==> src/bcim_pkg.sv <==
`timescale 1ns / 1ps

package bcim_pkg;

    // cells in one scan, a power of two so the mean is a shift
    localparam int CELLS = 4;
    localparam int IDX_W = 4;
    localparam logic [IDX_W-1:0] LAST_CELL = IDX_W'(CELLS - 1);

    localparam int MV_W   = 13;
    localparam int CODE_W = 12;
    localparam int SUM_W  = 17;
    localparam int SOC_W  = 7;
    localparam int LIM_W  = 10;

    localparam logic [MV_W-1:0]  MV_SAT      = '1;
    localparam logic [SUM_W-1:0] SCAN_SIZE   = SUM_W'(CELLS);
    localparam logic [SOC_W-1:0] PERCENT_MAX = SOC_W'(100);

    // full scale is 2^CODE_W - 1: quotient is the high part plus a 0..2 correction
    localparam int CONV_W = 15;
    localparam logic [CONV_W-1:0] FULL_SCALE    = CONV_W'(4095);
    localparam logic [CONV_W-1:0] FULL_SCALE_X2 = CONV_W'(8190);

    // charge percent divider: two quotient bits per cycle
    localparam int DIV_W      = 26;
    localparam int DIV_CYCLES = DIV_W / 2;
    localparam int DIV_CNT_W  = $clog2(DIV_CYCLES);
    localparam logic [DIV_CNT_W-1:0] DIV_LAST = DIV_CNT_W'(DIV_CYCLES - 1);

    // configuration register indexes
    localparam int CFG_IDX_W = 3;
    localparam logic [CFG_IDX_W-1:0] CFG_MIN_MV    = 3'd0;
    localparam logic [CFG_IDX_W-1:0] CFG_MAX_MV    = 3'd1;
    localparam logic [CFG_IDX_W-1:0] CFG_HIGH_BAND = 3'd2;
    localparam logic [CFG_IDX_W-1:0] CFG_LOW_BAND  = 3'd3;
    localparam logic [CFG_IDX_W-1:0] CFG_TIGHT     = 3'd4;
    localparam logic [CFG_IDX_W-1:0] CFG_MIDDLE    = 3'd5;
    localparam logic [CFG_IDX_W-1:0] CFG_LOOSE     = 3'd6;
    localparam logic [CFG_IDX_W-1:0] CFG_TREND     = 3'd7;

    // trend codes
    localparam logic [1:0] TREND_STABLE = 2'd0;
    localparam logic [1:0] TREND_UP     = 2'd1;
    localparam logic [1:0] TREND_DOWN   = 2'd2;

    typedef struct packed {
        logic cap_code;
        logic do_mul;
        logic conv;
        logic div_start;
        logic acc;
        logic mean_ld;
        logic soc_mul;
        logic out_ld;
    } dp_cmd_t;

    typedef struct packed {
        logic div_done;
        logic last_cell;
        logic out_full;
    } dp_sts_t;

    // first member lands in the top bits, so fields are listed high to low
    typedef struct packed {
        logic [1:0]       trend;
        logic             warning;
        logic [LIM_W-1:0] limit_mv;
        logic [SOC_W-1:0] charge_percent;
        logic [MV_W-1:0]  mean_mv;
        logic [MV_W-1:0]  spread_mv;
        logic [IDX_W-1:0] weakest_index;
        logic [IDX_W-1:0] strongest_index;
        logic [MV_W-1:0]  lowest_mv;
        logic [MV_W-1:0]  highest_mv;
    } result_t;

endpackage

==> src/bcim_div.sv <==
`timescale 1ns / 1ps

module bcim_div
(
    input  logic                         clk,
    input  logic                         rst_n,
    input  logic                         start,
    input  logic [bcim_pkg::DIV_W-1:0]   dividend,
    input  logic [bcim_pkg::MV_W-1:0]    divisor,
    output logic                         done,
    output logic [bcim_pkg::DIV_W-1:0]   quotient
);

    logic                              busy_reg, busy_next;
    logic                              done_reg, done_next;
    logic [bcim_pkg::DIV_CNT_W-1:0]    cnt_reg, cnt_next;
    logic [bcim_pkg::MV_W-1:0]         den_reg, den_next;
    logic [bcim_pkg::MV_W-1:0]         rem_reg, rem_next;
    logic [bcim_pkg::DIV_W-1:0]        num_reg, num_next;
    logic [bcim_pkg::MV_W:0]           trial1, trial2;
    logic [bcim_pkg::MV_W-1:0]         rem1;
    logic                              bit1, bit2;

    // restoring division, two bits per cycle, quotient shifts into num_reg
    always_comb
    begin
        trial1 = {rem_reg, num_reg[bcim_pkg::DIV_W-1]};
        bit1   = (trial1 >= {1'b0, den_reg});
        rem1   = bit1 ? bcim_pkg::MV_W'(trial1 - {1'b0, den_reg})
                      : trial1[bcim_pkg::MV_W-1:0];
        trial2 = {rem1, num_reg[bcim_pkg::DIV_W-2]};
        bit2   = (trial2 >= {1'b0, den_reg});

        busy_next = busy_reg;
        done_next = 1'b0;
        cnt_next  = cnt_reg;
        den_next  = den_reg;
        rem_next  = rem_reg;
        num_next  = num_reg;
        if (start)
        begin
            busy_next = 1'b1;
            cnt_next  = '0;
            den_next  = divisor;
            rem_next  = '0;
            num_next  = dividend;
        end
        else if (busy_reg)
        begin
            rem_next = bit2 ? bcim_pkg::MV_W'(trial2 - {1'b0, den_reg})
                            : trial2[bcim_pkg::MV_W-1:0];
            num_next = {num_reg[bcim_pkg::DIV_W-3:0], bit1, bit2};
            cnt_next = cnt_reg + 1'b1;
            if (cnt_reg == bcim_pkg::DIV_LAST)
            begin
                busy_next = 1'b0;
                done_next = 1'b1;
            end
        end
    end

    always_ff @(posedge clk or negedge rst_n)
    begin
        if (!rst_n)
        begin
            busy_reg <= 1'b0;
            done_reg <= 1'b0;
            cnt_reg  <= '0;
        end
        else
        begin
            busy_reg <= busy_next;
            done_reg <= done_next;
            cnt_reg  <= cnt_next;
        end
    end

    always_ff @(posedge clk)
    begin
        den_reg <= den_next;
        rem_reg <= rem_next;
        num_reg <= num_next;
    end

    assign done     = done_reg;
    assign quotient = num_reg;

endmodule

==> src/bcim_ctrl.sv <==
`timescale 1ns / 1ps

module bcim_ctrl
(
    input  logic              clk,
    input  logic              rst_n,
    input  logic              s_tvalid,
    output logic              s_tready,
    input  bcim_pkg::dp_sts_t sts,
    output bcim_pkg::dp_cmd_t cmd
);

    localparam logic [3:0] ST_IDLE   = 4'd0;
    localparam logic [3:0] ST_MUL    = 4'd1;
    localparam logic [3:0] ST_CONV   = 4'd2;
    localparam logic [3:0] ST_ACC    = 4'd3;
    localparam logic [3:0] ST_MEAN   = 4'd4;
    localparam logic [3:0] ST_SMUL   = 4'd5;
    localparam logic [3:0] ST_SSTART = 4'd6;
    localparam logic [3:0] ST_SWAIT  = 4'd7;
    localparam logic [3:0] ST_FIN    = 4'd8;

    logic [3:0] state_reg, state_next;

    always_comb
    begin
        state_next = state_reg;
        cmd        = '0;
        s_tready   = 1'b0;
        unique case (state_reg)
            ST_IDLE:
            begin
                s_tready = 1'b1;
                if (s_tvalid)
                begin
                    cmd.cap_code = 1'b1;
                    state_next   = ST_MUL;
                end
            end
            ST_MUL:
            begin
                cmd.do_mul = 1'b1;
                state_next = ST_CONV;
            end
            ST_CONV:
            begin
                cmd.conv   = 1'b1;
                state_next = ST_ACC;
            end
            ST_ACC:
            begin
                cmd.acc    = 1'b1;
                state_next = sts.last_cell ? ST_MEAN : ST_IDLE;
            end
            ST_MEAN:
            begin
                cmd.mean_ld = 1'b1;
                state_next  = ST_SMUL;
            end
            ST_SMUL:
            begin
                cmd.soc_mul = 1'b1;
                state_next  = ST_SSTART;
            end
            ST_SSTART:
            begin
                cmd.div_start = 1'b1;
                state_next    = ST_SWAIT;
            end
            ST_SWAIT:
            begin
                if (sts.div_done)
                begin
                    state_next = ST_FIN;
                end
            end
            ST_FIN:
            begin
                if (!sts.out_full)
                begin
                    cmd.out_ld = 1'b1;
                    state_next = ST_IDLE;
                end
            end
            default:
            begin
                state_next = ST_IDLE;
            end
        endcase
    end

    always_ff @(posedge clk or negedge rst_n)
    begin
        if (!rst_n)
        begin
            state_reg <= ST_IDLE;
        end
        else
        begin
            state_reg <= state_next;
        end
    end

    a_load_into_free: assert property (@(posedge clk) disable iff (!rst_n)
        cmd.out_ld |-> !sts.out_full)
        else $error("result loaded while output register still full");

    a_done_not_immediate: assert property (@(posedge clk) disable iff (!rst_n)
        cmd.div_start |=> !sts.div_done)
        else $error("divider done one cycle after start");

    a_scan_end: assert property (@(posedge clk) disable iff (!rst_n)
        (state_reg == ST_ACC && sts.last_cell) |=> state_reg == ST_MEAN)
        else $error("last cell did not move on to the mean");

    a_acc_after_conv: assert property (@(posedge clk) disable iff (!rst_n)
        cmd.acc |-> $past(cmd.conv))
        else $error("cell accumulated without a finished conversion");

endmodule

==> src/bcim_dp.sv <==
`timescale 1ns / 1ps

module bcim_dp
(
    input  logic                               clk,
    input  logic                               rst_n,
    input  logic [bcim_pkg::CODE_W-1:0]        adc_code,
    input  logic                               cfg_valid,
    input  logic [bcim_pkg::CFG_IDX_W-1:0]     cfg_index,
    input  logic [bcim_pkg::MV_W-1:0]          cfg_data,
    input  logic                               out_taken,
    input  bcim_pkg::dp_cmd_t                  cmd,
    output bcim_pkg::dp_sts_t                  sts,
    output logic                               out_valid,
    output bcim_pkg::result_t                  result
);

    // configuration
    logic [bcim_pkg::MV_W-1:0]  min_mv_reg, max_mv_reg;
    logic [bcim_pkg::SOC_W-1:0] high_band_reg, low_band_reg;
    logic [bcim_pkg::LIM_W-1:0] tight_reg, middle_reg, loose_reg, trend_band_reg;

    // scan state
    logic [bcim_pkg::IDX_W-1:0] cells_seen_reg;
    logic [bcim_pkg::SUM_W-1:0] sum_reg;
    logic [bcim_pkg::MV_W-1:0]  high_mv_reg, low_mv_reg;
    logic [bcim_pkg::IDX_W-1:0] high_idx_reg, low_idx_reg;
    logic [bcim_pkg::MV_W-1:0]  prev_spread_reg;
    logic                       out_valid_reg;
    bcim_pkg::result_t          result_reg;

    // payload
    logic [bcim_pkg::CODE_W-1:0] code_reg;
    logic [bcim_pkg::DIV_W-1:0]  prod_reg;
    logic [bcim_pkg::MV_W-1:0]   mv_reg;
    logic [bcim_pkg::MV_W-1:0]   mean_reg;

    logic [bcim_pkg::MV_W-1:0]   span;
    logic                        div_done;
    logic [bcim_pkg::DIV_W-1:0]  quotient;
    logic [bcim_pkg::DIV_W-bcim_pkg::CODE_W-1:0] conv_high;
    logic [bcim_pkg::CONV_W-1:0] conv_rem;
    logic [1:0]                  conv_step;
    logic [bcim_pkg::MV_W-1:0]   conv_q;
    logic [bcim_pkg::MV_W:0]     mv_wide;
    logic [bcim_pkg::MV_W-1:0]   mv;
    logic [bcim_pkg::MV_W-1:0]   spread;
    logic [bcim_pkg::SOC_W-1:0]  soc;
    logic [bcim_pkg::LIM_W-1:0]  limit;
    logic [bcim_pkg::MV_W:0]     prev_plus_band, spread_plus_band;
    logic [1:0]                  trend;
    logic [bcim_pkg::MV_W-1:0]   mean_over_min;

    assign span = (max_mv_reg > min_mv_reg) ? (max_mv_reg - min_mv_reg) : '0;

    // divider only forms the charge percent
    bcim_div u_div
    (
        .clk      (clk),
        .rst_n    (rst_n),
        .start    (cmd.div_start),
        .dividend (prod_reg),
        .divisor  (span),
        .done     (div_done),
        .quotient (quotient)
    );

    // product / 4095: x = hi*4096 + lo = hi*4095 + (hi + lo), and hi + lo < 3*4095
    always_comb
    begin
        conv_high = prod_reg[bcim_pkg::DIV_W-1:bcim_pkg::CODE_W];
        conv_rem  = bcim_pkg::CONV_W'(prod_reg[bcim_pkg::CODE_W-1:0])
                  + bcim_pkg::CONV_W'(conv_high);
        priority if (conv_rem >= bcim_pkg::FULL_SCALE_X2)
        begin
            conv_step = 2'd2;
        end
        else if (conv_rem >= bcim_pkg::FULL_SCALE)
        begin
            conv_step = 2'd1;
        end
        else
        begin
            conv_step = 2'd0;
        end
        // quotient never exceeds span
        conv_q = bcim_pkg::MV_W'(conv_high) + bcim_pkg::MV_W'(conv_step);
    end

    // converted cell voltage
    assign mv_wide = {1'b0, min_mv_reg} + {1'b0, conv_q};
    assign mv      = mv_wide[bcim_pkg::MV_W] ? bcim_pkg::MV_SAT : mv_wide[bcim_pkg::MV_W-1:0];

    assign mean_over_min = (mean_reg > min_mv_reg) ? (mean_reg - min_mv_reg) : '0;

    // scan-end result
    always_comb
    begin
        spread = high_mv_reg - low_mv_reg;
        if (span == '0 || mean_reg <= min_mv_reg)
        begin
            soc = '0;
        end
        else if (quotient > bcim_pkg::DIV_W'(bcim_pkg::PERCENT_MAX))
        begin
            soc = bcim_pkg::PERCENT_MAX;
        end
        else
        begin
            soc = quotient[bcim_pkg::SOC_W-1:0];
        end

        priority if (soc >= high_band_reg)
        begin
            limit = tight_reg;
        end
        else if (soc >= low_band_reg)
        begin
            limit = middle_reg;
        end
        else
        begin
            limit = loose_reg;
        end

        prev_plus_band   = {1'b0, prev_spread_reg} + (bcim_pkg::MV_W + 1)'(trend_band_reg);
        spread_plus_band = {1'b0, spread} + (bcim_pkg::MV_W + 1)'(trend_band_reg);
        priority if ({1'b0, spread} > prev_plus_band)
        begin
            trend = bcim_pkg::TREND_UP;
        end
        else if (spread_plus_band < {1'b0, prev_spread_reg})
        begin
            trend = bcim_pkg::TREND_DOWN;
        end
        else
        begin
            trend = bcim_pkg::TREND_STABLE;
        end
    end

    always_ff @(posedge clk or negedge rst_n)
    begin
        if (!rst_n)
        begin
            min_mv_reg     <= bcim_pkg::MV_W'(3000);
            max_mv_reg     <= bcim_pkg::MV_W'(4200);
            high_band_reg  <= bcim_pkg::SOC_W'(80);
            low_band_reg   <= bcim_pkg::SOC_W'(30);
            tight_reg      <= bcim_pkg::LIM_W'(50);
            middle_reg     <= bcim_pkg::LIM_W'(100);
            loose_reg      <= bcim_pkg::LIM_W'(150);
            trend_band_reg <= bcim_pkg::LIM_W'(10);
        end
        else if (cfg_valid)
        begin
            unique case (cfg_index)
                bcim_pkg::CFG_MIN_MV:    min_mv_reg     <= cfg_data;
                bcim_pkg::CFG_MAX_MV:    max_mv_reg     <= cfg_data;
                bcim_pkg::CFG_HIGH_BAND: high_band_reg  <= cfg_data[bcim_pkg::SOC_W-1:0];
                bcim_pkg::CFG_LOW_BAND:  low_band_reg   <= cfg_data[bcim_pkg::SOC_W-1:0];
                bcim_pkg::CFG_TIGHT:     tight_reg      <= cfg_data[bcim_pkg::LIM_W-1:0];
                bcim_pkg::CFG_MIDDLE:    middle_reg     <= cfg_data[bcim_pkg::LIM_W-1:0];
                bcim_pkg::CFG_LOOSE:     loose_reg      <= cfg_data[bcim_pkg::LIM_W-1:0];
                bcim_pkg::CFG_TREND:     trend_band_reg <= cfg_data[bcim_pkg::LIM_W-1:0];
                default:                 min_mv_reg     <= min_mv_reg;
            endcase
        end
    end

    always_ff @(posedge clk or negedge rst_n)
    begin
        if (!rst_n)
        begin
            cells_seen_reg  <= '0;
            sum_reg         <= '0;
            high_mv_reg     <= '0;
            low_mv_reg      <= '0;
            high_idx_reg    <= '0;
            low_idx_reg     <= '0;
            prev_spread_reg <= '0;
            out_valid_reg   <= 1'b0;
        end
        else
        begin
            if (cmd.acc)
            begin
                sum_reg <= sum_reg + bcim_pkg::SUM_W'(mv_reg);
                if (cells_seen_reg == '0)
                begin
                    high_mv_reg  <= mv_reg;
                    low_mv_reg   <= mv_reg;
                    high_idx_reg <= '0;
                    low_idx_reg  <= '0;
                end
                else
                begin
                    if (mv_reg > high_mv_reg)
                    begin
                        high_mv_reg  <= mv_reg;
                        high_idx_reg <= cells_seen_reg;
                    end
                    if (mv_reg < low_mv_reg)
                    begin
                        low_mv_reg  <= mv_reg;
                        low_idx_reg <= cells_seen_reg;
                    end
                end
                cells_seen_reg <= (cells_seen_reg == bcim_pkg::LAST_CELL)
                                  ? '0 : cells_seen_reg + 1'b1;
            end
            if (cmd.out_ld)
            begin
                prev_spread_reg <= spread;
                sum_reg         <= '0;
                out_valid_reg   <= 1'b1;
            end
            else if (out_taken)
            begin
                out_valid_reg <= 1'b0;
            end
        end
    end

    always_ff @(posedge clk)
    begin
        if (cmd.cap_code)
        begin
            code_reg <= adc_code;
        end
        if (cmd.do_mul)
        begin
            prod_reg <= bcim_pkg::DIV_W'(code_reg) * bcim_pkg::DIV_W'(span);
        end
        else if (cmd.soc_mul)
        begin
            prod_reg <= bcim_pkg::DIV_W'(mean_over_min)
                      * bcim_pkg::DIV_W'(bcim_pkg::PERCENT_MAX);
        end
        if (cmd.conv)
        begin
            mv_reg <= mv;
        end
        if (cmd.mean_ld)
        begin
            mean_reg <= bcim_pkg::MV_W'(sum_reg / bcim_pkg::SCAN_SIZE);
        end
        if (cmd.out_ld)
        begin
            result_reg.highest_mv      <= high_mv_reg;
            result_reg.lowest_mv       <= low_mv_reg;
            result_reg.strongest_index <= high_idx_reg;
            result_reg.weakest_index   <= low_idx_reg;
            result_reg.spread_mv       <= spread;
            result_reg.mean_mv         <= mean_reg;
            result_reg.charge_percent  <= soc;
            result_reg.limit_mv        <= limit;
            result_reg.warning         <= (spread > bcim_pkg::MV_W'(limit));
            result_reg.trend           <= trend;
        end
    end

    assign sts.div_done  = div_done;
    assign sts.last_cell = (cells_seen_reg == bcim_pkg::LAST_CELL);
    assign sts.out_full  = out_valid_reg;
    assign out_valid     = out_valid_reg;
    assign result        = result_reg;

endmodule

==> src/battery_cell_imbalance_monitor_unit.sv <==
`timescale 1ns / 1ps

// battery cell imbalance monitor
// s_* channel: one item per cell, 12-bit converter code, cells in scan order
// m_* channel: one item per completed scan with extremes, their cell indices,
//   spread, mean, charge percent, chosen spread limit, warning and trend
// cfg_* channel: register writes, index 0..7 as listed in bcim_pkg, always
//   ready; write only while the monitor is idle
// code to millivolts divides by 4095 with a shift, an add and a small
//   correction; the mean is a shift; one iterative divider (two quotient
//   bits per cycle, 13 steps) forms the charge percent
// a cell steps through capture, multiply, convert and accumulate before the
//   next cell is accepted
// the last cell adds mean, charge multiply, divider start, divider wait and
//   the output load, after which the result item is valid
// the result sits in an output register; while it waits the next scan's
//   cells are taken, and only the following result stalls on the receiver
//   with s_tready held low
// reset restores the register defaults, clears the scan, the previous
//   spread and the output valid flag

module battery_cell_imbalance_monitor_unit
(
    input  logic                                clk,
    input  logic                                rst_n,
    // s_tdata: adc_code [11:0], zero fill [15:12]
    input  logic                                s_tvalid,
    output logic                                s_tready,
    input  logic [15:0]                         s_tdata,
    // m_tdata: highest_mv, lowest_mv, strongest_index, weakest_index,
    //   spread_mv, mean_mv, charge_percent, limit_mv, warning, trend
    output logic                                m_tvalid,
    input  logic                                m_tready,
    output logic [79:0]                         m_tdata,
    input  logic                                cfg_valid,
    output logic                                cfg_ready,
    input  logic [bcim_pkg::CFG_IDX_W-1:0]      cfg_index,
    input  logic [bcim_pkg::MV_W-1:0]           cfg_data
);

    bcim_pkg::dp_cmd_t cmd;
    bcim_pkg::dp_sts_t sts;
    bcim_pkg::result_t result;

    // register writes never stall
    assign cfg_ready = 1'b1;

    bcim_ctrl u_ctrl
    (
        .clk      (clk),
        .rst_n    (rst_n),
        .s_tvalid (s_tvalid),
        .s_tready (s_tready),
        .sts      (sts),
        .cmd      (cmd)
    );

    bcim_dp u_dp
    (
        .clk       (clk),
        .rst_n     (rst_n),
        .adc_code  (s_tdata[bcim_pkg::CODE_W-1:0]),
        .cfg_valid (cfg_valid),
        .cfg_index (cfg_index),
        .cfg_data  (cfg_data),
        .out_taken (m_tvalid & m_tready),
        .cmd       (cmd),
        .sts       (sts),
        .out_valid (m_tvalid),
        .result    (result)
    );

    assign m_tdata = result;

endmodule
==> config.mk <==
export PLATFORM = sky130hd
export DESIGN_NAME = battery_cell_imbalance_monitor_unit
export DESIGN_NICKNAME = d
export VERILOG_FILES = /design/src/bcim_pkg.sv /design/src/bcim_div.sv /design/src/bcim_ctrl.sv /design/src/bcim_dp.sv /design/src/battery_cell_imbalance_monitor_unit.sv
export SDC_FILE = /design/constraint.sdc
export NUM_CORES = 1
export LEC_CHECK = 0
export ABC_AREA = 1
export BUFFER_PORTS_ARGS = -buffer_cell sky130_fd_sc_hd__buf_2
export CORE_AREA = 3 3 232 234
export CTS_BUF_LIST = sky130_fd_sc_hd__clkbuf_4 sky130_fd_sc_hd__clkbuf_8
export DETAILED_ROUTE_END_ITERATION = 8
export DIE_AREA = 0 0 235 237
export PLACE_DENSITY = 0.75
export REMOVE_ABC_BUFFERS = 1
export SLEW_MARGIN = 20
export SYNTH_ARGS = -nofsm -noshare
export SYNTH_HDL_FRONTEND = slang
export SYNTH_SLANG_ARGS = --single-unit
==> constraint.sdc <==
create_clock -name clk -period 6.7 [get_ports clk]
set_clock_uncertainty 0.15 [all_clocks]
set_input_delay 1.675 -clock clk [delete_from_list [all_inputs] [get_ports clk]]
set_output_delay 1.675 -clock clk [all_outputs]
set_load 0.02 [all_outputs]
==> results.toml, run 1 <==
[run_status]
outcome = "completed"

[sta]
relSlewSlack_pct = 32.2
finalMaxSlewViolations = 0
tns_ns = 0
period_needed_ns = 6.56
hold_viol = 0
worst_pin_slew_ns = 1.02
fmax_mhz = 153
setup_viol = 0
final.period_utilization_pct = 97.9

[worst_hold_path]
worstHoldPathType = "reg -> reg"

[placement]
placed_area_um2 = 29800
gp_congestion = 0.956
numPortBuffers = 114
hpwl_um = 52800
dp.cells = 4281

[yosys]
syn-cell-area_um2 = 27900
synth.yosys.seq_area_share_pct = 34.7
synth.largest_area_cell = "edfxtp_1"
ys_ff_latch = 352
yosys_warnings = 0
async_reset_ff_share_pct = 44.6
synth_top_area_share_pct = 19.6
synthTopCellsByCount = "nand2_1 (846), inv_1 (612), ha_1 (308)"
ys.flop_type = "edfxtp_1"
syn_area_per_cell_um2 = 8.09
ys_top_cells_by_area = "edfxtp_1 (20%), ha_1 (14%), dfrtp_1 (11%)"
synthDistinctLibCells = 51
synth_edf_count = 182
yosysMostFrequentCell = "nand2_1"
syn_inst = 3451

[global_route]
grt_usage_pct = 24.4
grt_pass1_vias = 22387
grt_max_degree = 74
grt-ovfl-total = 0
grt_pass1_wl_um = 112000
antenna_found_initial = 3

[route]
drcViolationCount = 0
routed_wl_um = 69000
drt_pass1_iterations = 7
wl_per_cell_um = 15.6
via_per_inst = 5.30
drt_iter0_drc = 1825
antenna_left = 0
vias = 23404

[clock_network]
clock_sink_count = 352
root_buffer = "clkbuf_8"
cts_tree = "built"
clock_latency_ns = 0.69
ctsHoldBuffers = 0
cts_max_path_buffers = 3
clkTransAtPathRegs_ns = 0.07
cts_max_level = 2
numCtsBuffers = 59

[die]
initial_core_util_pct = 53.5
chipHeight_um = 237
core_area_um2 = 52200
die_width_um = 235
io_pins = 120
die_area_um2 = 55700
fp-row-count = 84

[critical_path]
critPathMaxFanout = 7
start_kind = "flop"
critPathTopFamily = "adder cells"
crit_required_ns = 6.97
cp_slowest_stage_delay_ns = 0.55
crit_type = "reg -> reg"
cp_num_buf_inv = 10
end_kind = "flop"
critPathArrivalTime_ns = 6.83
cpMaxStageDelayCell = "fa_2"

[layout]
area_growth_pct = 13.6
drive_above_1_share_pct = 12.8
largest_register_ffs = 80
design_area_um2 = 31700
stdcell_count = 4414
final_core_util_pct = 60.7
layout.nets = 4148

[flow_run]
drv_cap = 0
logic make-up after synthesis:
group	synth area share [%]
buffers and inverters	9.23
AND/OR/NAND/NOR	19.7
AO/OA/AOI/OAI	10.2
adder cells (fa/ha/maj)	23.0
other	0.0134
flip-flops	34.7
XOR/XNOR	3.04
worst paths after layout:
check                               startpoint                  endpoint  slack (ns)  cells past startpoint
max                        u_dp.min_mv_reg[12]         u_dp.prod_reg[13]        0.14                     31
max in group asynchronous                rst_n          u_dp.sum_reg[11]        4.41                      2
min in group asynchronous                rst_n  u_dp.prev_spread_reg[12]        0.76                      1
max reg2reg                u_dp.min_mv_reg[12]         u_dp.prod_reg[13]        0.14                     31
min reg2reg                u_dp.low_idx_reg[3]           u_dp.result[33]        0.30                      0
min                        u_dp.low_idx_reg[3]           u_dp.result[33]        0.30                      0
repair_timing:
item                       in CTS  in global routing
buffers inserted                0                 19
cloned                          0                  1
setup endpoints to repair      10                 15
gates resized for setup        10                 92
pin swaps                       0                 33
final cells by class:
cell class	count	area, µm²
Antenna cell	1	2.50
Clock buffer	89	1090
Clock inverter	23	239
Fill cell	4502	20500
Inverter	622	2350
Multi-Input combinational cell	2418	16100
Sequential cell	352	9690
Tap cell	688	861
Timing Repair Buffer	221	1410
per-layer routing:
| layer | vias to the layer above | GRT usage, % | routed length (µm) |
|---|---|---|---|
| met4 | 0 | 7.14 | 1860 |
| li1 | 11572 | - | - |
| met2 | 716 | 38.7 | 31000 |
| met3 | 122 | 3.67 | 4510 |
| met1 | 10994 | 35.0 | 31700 |
| met5 | - | 0 | 0 |
through the flow:
stage	hold slack, ns	worst slack, ns
after floorplan	0.275	-0.239
final	0.298	0.143
after detailed placement	0.283	-0.0319
after global routing	0.303	-0.0645
after CTS	0.299	0.00770
after global placement	0.279	0.0185
layout by cell type, fill, tap and decap left out, drive strengths merged, types with 32 or more instances in the layout:
cell	n
dfrtp	128
nand3	145
a21oi	195
xor2	68
nand4	32
o21ai	262
clkbuf	90
nand2	851
ha	308
fa	129
inv	618
buf	220
edfxtp	182
nor2	263
Power of run 1 is left out: the tool's default activity adds up to more than one toggle a clock period on the data nets, which glitch-free logic cannot reach.
==> run 2, diff against run 1 <==
--- a/config.mk
+++ b/config.mk
@@ -7,13 +7,14 @@
 export LEC_CHECK = 0
 export ABC_AREA = 1
 export BUFFER_PORTS_ARGS = -buffer_cell sky130_fd_sc_hd__buf_2
-export CORE_AREA = 3 3 232 234
+export CORE_AREA = 3 3 233 235
 export CTS_BUF_LIST = sky130_fd_sc_hd__clkbuf_4 sky130_fd_sc_hd__clkbuf_8
 export DETAILED_ROUTE_END_ITERATION = 8
-export DIE_AREA = 0 0 235 237
+export DIE_AREA = 0 0 236 238
 export PLACE_DENSITY = 0.75
 export REMOVE_ABC_BUFFERS = 1
 export SLEW_MARGIN = 20
 export SYNTH_ARGS = -nofsm -noshare
 export SYNTH_HDL_FRONTEND = slang
+export SYNTH_HIERARCHICAL = 1
 export SYNTH_SLANG_ARGS = --single-unit
==> constraint.sdc (replaced) <==
create_clock -name clk -period 6.7 [get_ports clk]
set_clock_uncertainty 0.15 [all_clocks]
set_input_delay 1.675 -clock clk [delete_from_list [all_inputs] [get_ports clk]]
set_output_delay 1.675 -clock clk [all_outputs]
set_load 0.01 [all_outputs]
==> run 2 against run 1 <==
Synthesized cell count about the same. Sequential share of layout area decreased by 0.082 points. Die area increased by 0.85%. Register-to-register slack gained 0.08 ns. Fmax is 1.3% higher. Cell area rose by 0.27%. Critical path type unchanged. Critical endpoint is now u_dp/prod_reg[18].
==> results.toml, run 2 <==
[run_status]
outcome = "completed"

[clock_network]
ctsHoldBuffers = 0
clock_latency_ns = 0.69
clkTransAtPathRegs_ns = 0.06
cts_max_path_buffers = 3
cts_tree = "built"
root_buffer = "clkbuf_8"
cts_max_level = 2
clock_sink_count = 352
numCtsBuffers = 60

[flow_run]
drv_cap = 0

[route]
routed_wl_um = 69300
via_per_inst = 5.26
vias = 23185
drcViolationCount = 0
drt_iter0_drc = 1765
wl_per_cell_um = 15.7
drt_pass1_iterations = 5
antenna_left = 0

[placement]
hpwl_um = 54100
numPortBuffers = 114
gp_congestion = 0.938
pre_cts_ws_ns = -0.0218
placed_area_um2 = 30000

[yosys]
synth_top_area_share_pct = 19.4
synthAdderAreaFrac_pct = 22.9
synth_xor_xnor_area_share_pct = 3.05
yosysMostFrequentCell = "nand2_1"
syn_area_per_cell_um2 = 8.14
synth.yosys.seq_area_share_pct = 34.5
syn-cell-area_um2 = 28100
synth.largest_area_cell = "edfxtp_1"
ys.flop_type = "edfxtp_1"
async_reset_ff_share_pct = 44.6
synth.area.mux_share_pct = 0
yosys_warnings = 6
ys_ff_latch = 352
syn_inst = 3452
synth-simple-area-share_pct = 20.6
synth_compound_area_share_pct = 9.63
synth_top_family_by_area = "adder cells"
synthTopCellsByCount = "nand2_1 (862), inv_1 (606), ha_1 (308)"
ys_top_cells_by_area = "edfxtp_1 (19%), ha_1 (14%), nand2_1 (12%)"
synthDistinctLibCells = 58
synth_edf_count = 182

[critical_path]
crit_type = "reg -> reg"
end_kind = "flop"
cp-startpoint = "u_dp/min_mv_reg[9]"
start_kind = "flop"
cpMostUsedCell = "fa_1"
cpMaxStageDelayCell = "dfstp_2"
reg2reg_slack_ns = 0.23
reg2reg_depth = 28
critPathArrivalTime_ns = 6.73
cp_slowest_stage_delay_ns = 0.55
r2r-end = "u_dp/prod_reg[18]"
critPathMaxFanout = 7
r2r-start = "u_dp/min_mv_reg[9]"
crit_required_ns = 6.96

[global_route]
busiest_layer = "met2"
use_met2_pct = 38.7
use_met3_pct = 3.93
grt_pass1_vias = 22169
grt-ovfl-total = 0
grt_pass1_wl_um = 111000
grt_util_met1_pct = 33.9
grt_max_degree = 105
antenna_found_initial = 3
grt_usage_pct = 24.3

[sta]
final.period_utilization_pct = 96.6
hold_viol = 0
tns_ns = 0
relSlewSlack_pct = 28.5
fmax_mhz = 154
finalMaxSlewViolations = 0
worst_pin_slew_ns = 1.07
setup_viol = 0
period_needed_ns = 6.47
fin_ws_ns = 0.226

[worst_hold_path]
min_to = "u_dp/result[30]"
hold_depth = 0
hp-start = "u_dp/low_idx_reg[0]"
worstHoldPathType = "reg -> reg"

[layout]
layout.nets = 4140
area_growth_pct = 13.2
design_area_um2 = 31800
largest_register_ffs = 80
final_core_util_pct = 60.6
n_fill_cell = 4526
drive_above_1_share_pct = 13.5
layout_commonest_cell = "nand2_1"
final_cell_mix = "nand2_1 (851), inv_1 (597), ha_1 (288)"

[die]
die_width_um = 236
die_area_um2 = 56200
chipHeight_um = 238
fp-row-count = 84
initial_core_util_pct = 53.6
io_pins = 120
core_area_um2 = 52400
run 2: cell types whose count changed in the layout (fill, tap and decap cells not counted), sizes merged, moves of 4 or more:
cell and delta:
o21bai -6, nor2 -17, xnor2 +14, xor2 -13, nand2 +38, o21a -8
a21oi -22, or2 -8, o211ai +5, nand3 +11, a211oi +5, clkinv +4
o21ai -9
run 2: worst max path at each step:
stage                        endpoint  slack (ns)  cells past startpoint
finish              u_dp/prod_reg[18]        0.23                     28
global route        u_dp/prod_reg[24]       -0.04                     31
CTS                 u_dp/prod_reg[22]       0.009                     31
detailed placement  u_dp/prod_reg[19]       -0.02                     28
global placement    u_dp/prod_reg[19]        0.04                     29
floorplan           u_dp/prod_reg[19]        0.30                     29
run 2: layout make-up:
| class | instances | area, µm² | area share (%) |
|---|---|---|---|
| Multi-Input combinational cell | 2415 | 16300 | 51.1 |
| Timing Repair Buffer | 218 | 1390 | 4.36 |
| Clock buffer | 89 | 1080 | 3.40 |
| Sequential cell | 352 | 9690 | 30.5 |
| Clock inverter | 25 | 188 | 0.590 |
| Antenna cell | 3 | 7.51 | 0.0236 |
| Tap cell | 688 | 861 | 2.71 |
| Inverter | 619 | 2340 | 7.35 |
run 2: critical path: cells and delay by family (launching register included):
| family | cells | cell delay [ns] |
|---|---|---|
| fa+ha+maj | 7 | 3.18 |
| xor+xnor | 1 | 0.15 |
| buf+inv | 5 | 0.44 |
| flops | 1 | 0.55 |
| compound gates | 1 | 0.24 |
| simple gates | 14 | 1.48 |
run 2: cells by family (layout without fill, tap and decap cells):
family / count (synthesis) / count (layout)
and+or+nand+nor: 1380 / 1380
buffers and inverters: 685 / 951
AOI/OAI and AO/OA: 498 / 498
adders and majority gates: 437 / 437
DFF: 352 / 352
xor gates and xnor gates: 98 / 98
other: 2 / 5
run 2: per-stage QoR:
stage / hold slack [ns] / cells
2_1_floorplan: 0.275 / 3386
3_3_place_gp: 0.288 / 4279
3_5_place_dp: 0.285 / 4279
4_1_cts: 0.298 / 4393
5_1_grt: 0.314 / 4409
6_report: 0.303 / 4409
run 2: layer usage:
layer	part of all wire (%)	wire length, µm
met5	0	0
met1	45	31300
met2	45	31300
met3	6.5	4500
met4	3.3	2260
run 2: what timing repair did:
action | CTS | global route
gates resized for setup | 4 | 91
buffers inserted | 0 | 13
pin swaps | 0 | 28
setup endpoints to repair | 8 | 15
Power of run 2 is left out for the same reason.
